[src/life_grid_generation_step_top_defines.svh]
// ----------------------------------------------------------------------------
// Assertion macros for the life grid generation step block
// Concurrent checks, sampled on the rising clock edge, muted during reset.
// ----------------------------------------------------------------------------
`ifndef LIFE_GRID_GENERATION_STEP_TOP_DEFINES_SVH
`define LIFE_GRID_GENERATION_STEP_TOP_DEFINES_SVH

// antecedent implies consequent in the same cycle
`define LGS_ASSERT_NOW(label, clk, rst, ante, cons, msg) \
   label: assert property (@(posedge clk) disable iff (rst) (ante) |-> (cons)) \
      else $error(msg);

// antecedent implies consequent in the next cycle
`define LGS_ASSERT_NEXT(label, clk, rst, ante, cons, msg) \
   label: assert property (@(posedge clk) disable iff (rst) (ante) |=> (cons)) \
      else $error(msg);

`endif

[src/lgs_pkg.sv]
// ----------------------------------------------------------------------------
// lgs_pkg
// Shared types and constants of the life grid generation step block.
// ----------------------------------------------------------------------------
`default_nettype none

package lgs_pkg;

   localparam logic OP_WRITE = 1'b0;
   localparam logic OP_STEP  = 1'b1;

   typedef logic [3:0] nbr_count_type;

   localparam nbr_count_type NBR_BIRTH   = 4'd3;
   localparam nbr_count_type NBR_SURVIVE = 4'd2;

   typedef enum logic [1:0] {
      ST_IDLE = 2'b01,
      ST_STEP = 2'b10
   } state_type;

   typedef struct packed {
      logic shift;
      logic write;
   } cell_ctl_type;

endpackage

`default_nettype wire

[src/lgs_row_cell.sv]
// ----------------------------------------------------------------------------
// lgs_row_cell
// One stage of the row chain: holds one grid row, loads a written row or
// takes its neighbor's row on a shift.
// ----------------------------------------------------------------------------
`default_nettype none

module lgs_row_cell #(
   parameter int COLS = 32
) (
   input  wire logic                 clock,
   input  wire logic                 reset,
   input  wire lgs_pkg::cell_ctl_type ctl,
   input  wire logic [COLS-1:0]      wr_data,
   input  wire logic [COLS-1:0]      shift_in,
   output logic      [COLS-1:0]      row_q
);
   import lgs_pkg::*;

   logic [COLS-1:0] row_ff, row_in;

   always_comb begin
      row_in = row_ff;
      if (ctl.write) begin
         row_in = wr_data;
      end else if (ctl.shift) begin
         row_in = shift_in;
      end
   end

   always_ff @(posedge clock) begin
      if (reset) begin
         row_ff <= '0;
      end else begin
         row_ff <= row_in;
      end
   end

   assign row_q = row_ff;

endmodule

`default_nettype wire

[src/lgs_next_row.sv]
// ----------------------------------------------------------------------------
// lgs_next_row
// B3/S23 rule for one row: per-column neighbor count over three rows,
// dead cells beyond the left and right edges.
// ----------------------------------------------------------------------------
`default_nettype none

module lgs_next_row #(
   parameter int COLS = 32
) (
   input  wire logic [COLS-1:0] above_row,
   input  wire logic [COLS-1:0] center_row,
   input  wire logic [COLS-1:0] below_row,
   output logic      [COLS-1:0] next_row
);
   import lgs_pkg::*;

   logic [COLS+1:0] up_pad, mid_pad, dn_pad;

   assign up_pad  = {1'b0, above_row, 1'b0};
   assign mid_pad = {1'b0, center_row, 1'b0};
   assign dn_pad  = {1'b0, below_row, 1'b0};

   for (genvar c = 0; c < COLS; c++) begin : g_col
      nbr_count_type cnt;
      assign cnt = nbr_count_type'(up_pad[c])  + nbr_count_type'(up_pad[c+1])
                 + nbr_count_type'(up_pad[c+2]) + nbr_count_type'(mid_pad[c])
                 + nbr_count_type'(mid_pad[c+2]) + nbr_count_type'(dn_pad[c])
                 + nbr_count_type'(dn_pad[c+1]) + nbr_count_type'(dn_pad[c+2]);
      assign next_row[c] = (cnt == NBR_BIRTH) || (center_row[c] && (cnt == NBR_SURVIVE));
   end

endmodule

`default_nettype wire

[src/life_grid_generation_step_top.sv]
// ----------------------------------------------------------------------------
// life_grid_generation_step_top
// Bounded Game of Life grid held in a chain of row cells; a step rotates
// the chain through the rule logic and streams out the new generation.
// ----------------------------------------------------------------------------
//   channel   ports                                          handshake
//   request   req_op, req_row_index, req_row_cells           start & !busy
//   response  rsp_out_row_index, rsp_out_row_cells,
//             rsp_last_row                                   rsp_valid strobe
//
// A write transfer leaves busy low.
// A step holds busy while the row chain shifts, one row through the rule
// logic per cycle; each new row reaches the response ports in the next cycle.
// Reset clears the grid to all dead and returns to idle.
// Responses cannot be stalled; a new request may start while the last
// row is still on the response ports.
// ----------------------------------------------------------------------------
`default_nettype none

`include "life_grid_generation_step_top_defines.svh"

module life_grid_generation_step_top #(
   parameter int ROWS = 32,
   parameter int COLS = 32
) (
   input  wire logic        clock,
   input  wire logic        reset,
   input  wire logic        start,
   output logic             busy,
   input  wire logic        req_op,
   input  wire logic [4:0]  req_row_index,
   input  wire logic [31:0] req_row_cells,
   output logic             rsp_valid,
   output logic [4:0]       rsp_out_row_index,
   output logic [31:0]      rsp_out_row_cells,
   output logic             rsp_last_row
);
   import lgs_pkg::*;

   localparam int RW = $clog2(ROWS);

   state_type       state_ff, state_in;
   logic [RW-1:0]   cnt_ff, cnt_in;
   logic [COLS-1:0] prev_ff, prev_in;
   logic [COLS-1:0] rows_q [ROWS];
   logic [COLS-1:0] below, next_row, wr_data;
   cell_ctl_type    ctl [ROWS];
   logic            accept, step_go, write_go, last_cnt;

   logic            rsp_valid_ff, rsp_last_ff;
   logic [4:0]      rsp_index_ff;
   logic [31:0]     rsp_cells_ff;

   assign busy     = (state_ff == ST_STEP);
   assign accept   = start && !busy;
   assign step_go  = accept && (req_op == OP_STEP);
   assign write_go = accept && (req_op == OP_WRITE);
   assign last_cnt = (cnt_ff == RW'(ROWS - 1));
   assign wr_data  = COLS'(req_row_cells);
   assign below    = last_cnt ? '0 : rows_q[1];

   always_comb begin
      state_in = state_ff;
      cnt_in   = cnt_ff;
      prev_in  = prev_ff;
      case (state_ff)
         ST_IDLE: begin
            if (step_go) begin
               state_in = ST_STEP;
               cnt_in   = '0;
               prev_in  = '0;
            end
         end
         ST_STEP: begin
            prev_in = rows_q[0];
            cnt_in  = cnt_ff + RW'(1);
            if (last_cnt) begin
               state_in = ST_IDLE;
            end
         end
         default: begin
            state_in = ST_IDLE;
         end
      endcase
   end

   always_ff @(posedge clock) begin
      if (reset) begin
         state_ff     <= ST_IDLE;
         cnt_ff       <= '0;
         rsp_valid_ff <= 1'b0;
         rsp_last_ff  <= 1'b0;
      end else begin
         state_ff     <= state_in;
         cnt_ff       <= cnt_in;
         rsp_valid_ff <= busy;
         rsp_last_ff  <= busy && last_cnt;
      end
   end

   always_ff @(posedge clock) begin
      prev_ff <= prev_in;
      if (busy) begin
         rsp_index_ff <= 5'(cnt_ff);
         rsp_cells_ff <= 32'(next_row);
      end
   end

   lgs_next_row #(.COLS(COLS)) u_rule (
      .above_row  (prev_ff),
      .center_row (rows_q[0]),
      .below_row  (below),
      .next_row   (next_row)
   );

   for (genvar i = 0; i < ROWS; i++) begin : g_row
      logic [COLS-1:0] shift_in;

      assign ctl[i].shift = busy;
      assign ctl[i].write = write_go && (int'(req_row_index) == i);

      if (i == ROWS - 1) begin : g_tail
         assign shift_in = next_row;
      end else begin : g_body
         assign shift_in = rows_q[i+1];
      end

      lgs_row_cell #(.COLS(COLS)) u_row (
         .clock    (clock),
         .reset    (reset),
         .ctl      (ctl[i]),
         .wr_data  (wr_data),
         .shift_in (shift_in),
         .row_q    (rows_q[i])
      );
   end

   assign rsp_valid         = rsp_valid_ff;
   assign rsp_last_row      = rsp_last_ff;
   assign rsp_out_row_index = rsp_index_ff;
   assign rsp_out_row_cells = rsp_cells_ff;

   `LGS_ASSERT_NEXT(a_step_starts, clock, reset, step_go, busy, "step transfer did not start")
   `LGS_ASSERT_NEXT(a_busy_emits, clock, reset, busy, rsp_valid, "step cycle gave no row")
   `LGS_ASSERT_NOW(a_last_idle, clock, reset, rsp_last_row, rsp_valid && !busy,
                   "last row while still stepping")
   `LGS_ASSERT_NOW(a_rsp_from_step, clock, reset, rsp_valid, $past(busy),
                   "row emitted without a step")

endmodule

`default_nettype wire

[config.mk]
export PLATFORM = sky130hd
export DESIGN_NAME = life_grid_generation_step_top
export DESIGN_NICKNAME = d
export VERILOG_FILES = /design/src/lgs_pkg.sv /design/src/lgs_row_cell.sv /design/src/lgs_next_row.sv /design/src/life_grid_generation_step_top.sv
export VERILOG_INCLUDE_DIRS = /design/src /design/src/src
export SDC_FILE = /design/constraint.sdc
export NUM_CORES = 2
export LEC_CHECK = 0
export BUFFER_PORTS_ARGS = -buffer_cell sky130_fd_sc_hd__buf_4
export CAP_MARGIN = 30
export CORE_ASPECT_RATIO = 2
export CORE_MARGIN = 3
export CORE_UTILIZATION = 60
export DETAILED_ROUTE_END_ITERATION = 12
export GPL_TIMING_DRIVEN = 1
export PLACE_DENSITY = 0.83
export SYNTH_ARGS = -nofsm -noshare
export SYNTH_HDL_FRONTEND = slang
export SYNTH_SLANG_ARGS = --single-unit
export TNS_END_PERCENT = 20
[constraint.sdc]
create_clock -name clock -period 5.5 [get_ports clock]
set_input_delay 0.55 -clock clock [delete_from_list [all_inputs] [get_ports clock]]
set_output_delay 0.55 -clock clock [all_outputs]
set_load 0.005 [all_outputs]
==> reports/metrics.yaml <==
outcome:
  status: "finished clean"
die:
  initial_core_util_pct: 60.6
  die_y_um: 433
  die_w_um: 220
  num_rows: 156
  ios: 81
  coreArea_um2: 90400
  die_area_um2: 95100
logic_synthesis:
  syn_inst: 5543
  syn_area_um2: 54700
  synth_warnings: 0
  postSynthAreaPerCell_um2: 9.87
  synth_area_leaders: "dfxtp_1 38%, mux2i_1 18%, a211oi_1 11%"
  ys_ff_latch: 1102
  synth_cell_types: 42
  synth_most_common_cell: "nor2_1"
  synth_common_cells: "1123 x nor2_1, 1033 x dfxtp_1, 960 x mux2i_1"
  synth.net_count: 5803
  ys_seq_area_share_pct: 41.6
  netlist.area_leader.share_pct: 37.8
  synth_edf_count: 69
  synth_ff_type: "dfxtp_1"
  yosys.area.top_type: "dfxtp_1"
  async_flop_share_pct: 0
power_and_ir_drop:
  leakage_nw: 27.4
  power_density_nw_per_um2: 272
  finalPower_w: 0.0158
  peakVddDrop_uv: 220
timing:
  tns_ns: 0
  slew_violations: 0
  rsz0062_at_grt: "false"
  fmax_mhz: 213
  skew_ns: 0.0162
  setup_ws_ns: 0.797
  setup_viol: 0
  min_period_ns: 4.70
  slew_headroom_pct: 21.8
  hold_viol: 0
  tightest_slew_ns: 1.17
  timing.final.crit_share_pct: 85.5
run:
  drv_cap: 0
placed_design:
  dpl_worst_slack_ns: 0.818
  place_hpwl_um: 79800
  io_buffers: 80
  gp_congestion: 0.872
  dpl.cell_count: 6323
routing:
  drc: 0
  vias: 39747
  wirelength_um: 127000
  ant_nets: 0
  drt_iter0_markers: 3244
  dr.pass1.iters: 6
  wl_per_cell_um: 19.5
  vias_per_cell: 6.12
layout:
  final_nets: 5493
  fill_cells: 6783
  area_growth_pct: 6.40
  utilization_pct: 64.4
  drive_gt1_share_pct: 9.84
  instances_no_fill: 6491
worst_setup_path:
  cp-startpoint: "cnt_ff[0]$_SDFFE_PP0P_"
  worstSetupEndpointType: "flop"
  reg2reg_to: "g_row[31].u_row.row_q[27]$_SDFFE_PP0P_"
  worstSetupPathType: "reg -> reg"
  crit_arrival_ns: 5.29
  r2r.worst_path.cells: 13
  crit_path_max_fanout: 16
  reg2reg_from: "cnt_ff[0]$_SDFFE_PP0P_"
  cp-start-kind: "flop"
  cp.required_ns: 6.09
  crit_path_end: "g_row[31].u_row.row_q[27]$_SDFFE_PP0P_"
  reg2reg_slack_ns: 0.80
cts:
  cts-root-buf: "clkbuf_16"
  cts_tree: "built"
  cts_buffers: 91
  post_cts_buffers: 0
  cts_buffer_depth: 3
  clock_latency_ns: 0.67
  htreeDepth: 3
  clkTransAtPathRegs_ns: 0.08
  cts_sinks: 1102
  hold_buffers: 0
  cts_resized: 0
global_route:
  grt_overflow: 0
  grt_max_degree: 217
  grt.total_usage_pct: 26.5
  grt_pass1_vias: 40153
  antenna_found_initial: 2
  grt_pass1_wl_um: 208000
min_path:
  hp-class: "in -> reg"
  hold_depth: 3
## critical path: stages, from the launching register on
cell and delay, ns:
dfxtp_1 0.39, ha_1 0.21, and3_1 0.18, ha_1 0.70, buf_4 0.35, nand2b_1 0.18, fa_1 0.45, fa_1 0.49
inv_1 0.05, fa_1 0.41, inv_1 0.09, fa_1 0.42, or4_1 0.54, a21oi_1 0.14
## state kept, by name, summed over array words and instances (netlist names)
name	cells
cnt_ff	5
g_row.u_row.row_q	1024
prev_ff	32
rsp_last_row	1
rsp_out_row_cells	32
rsp_out_row_index	5
rsp_valid	1
state_ff	2
## report_power, final
group          switching (W)  leakage (nW)  internal (W)  total, W
sequential         0.0000479          8.97       0.00813   0.00818
clock                0.00298          1.55       0.00381   0.00679
combinational       0.000595          16.9      0.000253  0.000848
total                0.00362          27.4        0.0122    0.0158
## logic make-up after synthesis
logic type	count (synthesis)	synth area share [%]
multiplexers	960	17.6
flip-flops	1102	41.6
AO/OA/AOI/OAI	1141	17.0
AND/OR/NAND/NOR	1290	10.4
adder cells (fa/ha/maj)	219	6.71
buffers and inverters	831	6.76
## final cells by class
| cell class | count | area, µm² | area share (%) |
|---|---|---|---|
| diodes | 3 | 7.51 | 0.0129 |
| inverters | 286 | 1080 | 1.85 |
| repair buffers | 142 | 1500 | 2.58 |
| multi-input cells | 3610 | 28300 | 48.6 |
| well taps | 1185 | 1480 | 2.55 |
| flip-flops and latches | 1102 | 22800 | 39.1 |
| clock buffers | 134 | 2800 | 4.81 |
| clock inverters | 29 | 309 | 0.531 |
## cell usage in the layout, fill, tap and decap left out, types with 3 or more instances in the layout
cell       count
nor2_1      1123
dfxtp_1     1033
nand2_1       12
nor3b_1        3
nand3b_1       4
bufinv_16      6
ha_1          95
clkbuf_8      19
a31oi_1       13
buf_12        32
nor2b_1       22
inv_1        285
a211oi_2     182
a21oi_1       82
fa_1         124
buf_4        107
and2_1         5
or4_1         16
a22oi_1       16
clkbuf_16     99
nor3_1        27
inv_6          3
clkbuf_1      16
clkinv_2      17
o221a_2       14
a211oi_1     829
nand2b_1      36
mux2i_1      960
diode_2        3
edfxtp_1      69
nand4_4       30
## per-layer routing
layer / GRT usage, % / vias to the layer above / wire [µm]
li1: - / 19010 / -
met4: 11.5 / 0 / 5220
met3: 3.76 / 342 / 6320
met1: 32.3 / 19318 / 51400
met2: 46.4 / 1077 / 63600
met5: 0 / - / 0
## how the worst min path moves through the flow
stage          slack [ns]                                      to              startpoint
6_report             0.33  g_row[21].u_row.row_q[19]$_SDFFE_PP0P_       req_row_cells[19]
5_1_grt              0.34  g_row[16].u_row.row_q[19]$_SDFFE_PP0P_       req_row_cells[19]
4_1_cts              0.28  g_row[21].u_row.row_q[19]$_SDFFE_PP0P_       req_row_cells[19]
3_5_place_dp         0.48          rsp_out_row_index[2]$_DFFE_PP_  cnt_ff[2]$_SDFFE_PP0P_
3_3_place_gp         0.44          rsp_out_row_index[4]$_DFFE_PP_  cnt_ff[4]$_SDFFE_PP0P_
2_1_floorplan        0.44          rsp_out_row_index[4]$_DFFE_PP_  cnt_ff[4]$_SDFFE_PP0P_
## per-stage QoR
stage / instance area, µm² / hold slack, ns
final: 58200 / 0.328
after global routing: 58200 / 0.338
after CTS: 58200 / 0.284
after detailed placement: 55100 / 0.475
after global placement: 54700 / 0.442
after floorplan: 54700 / 0.438
(Power assumes the default switching activity.)
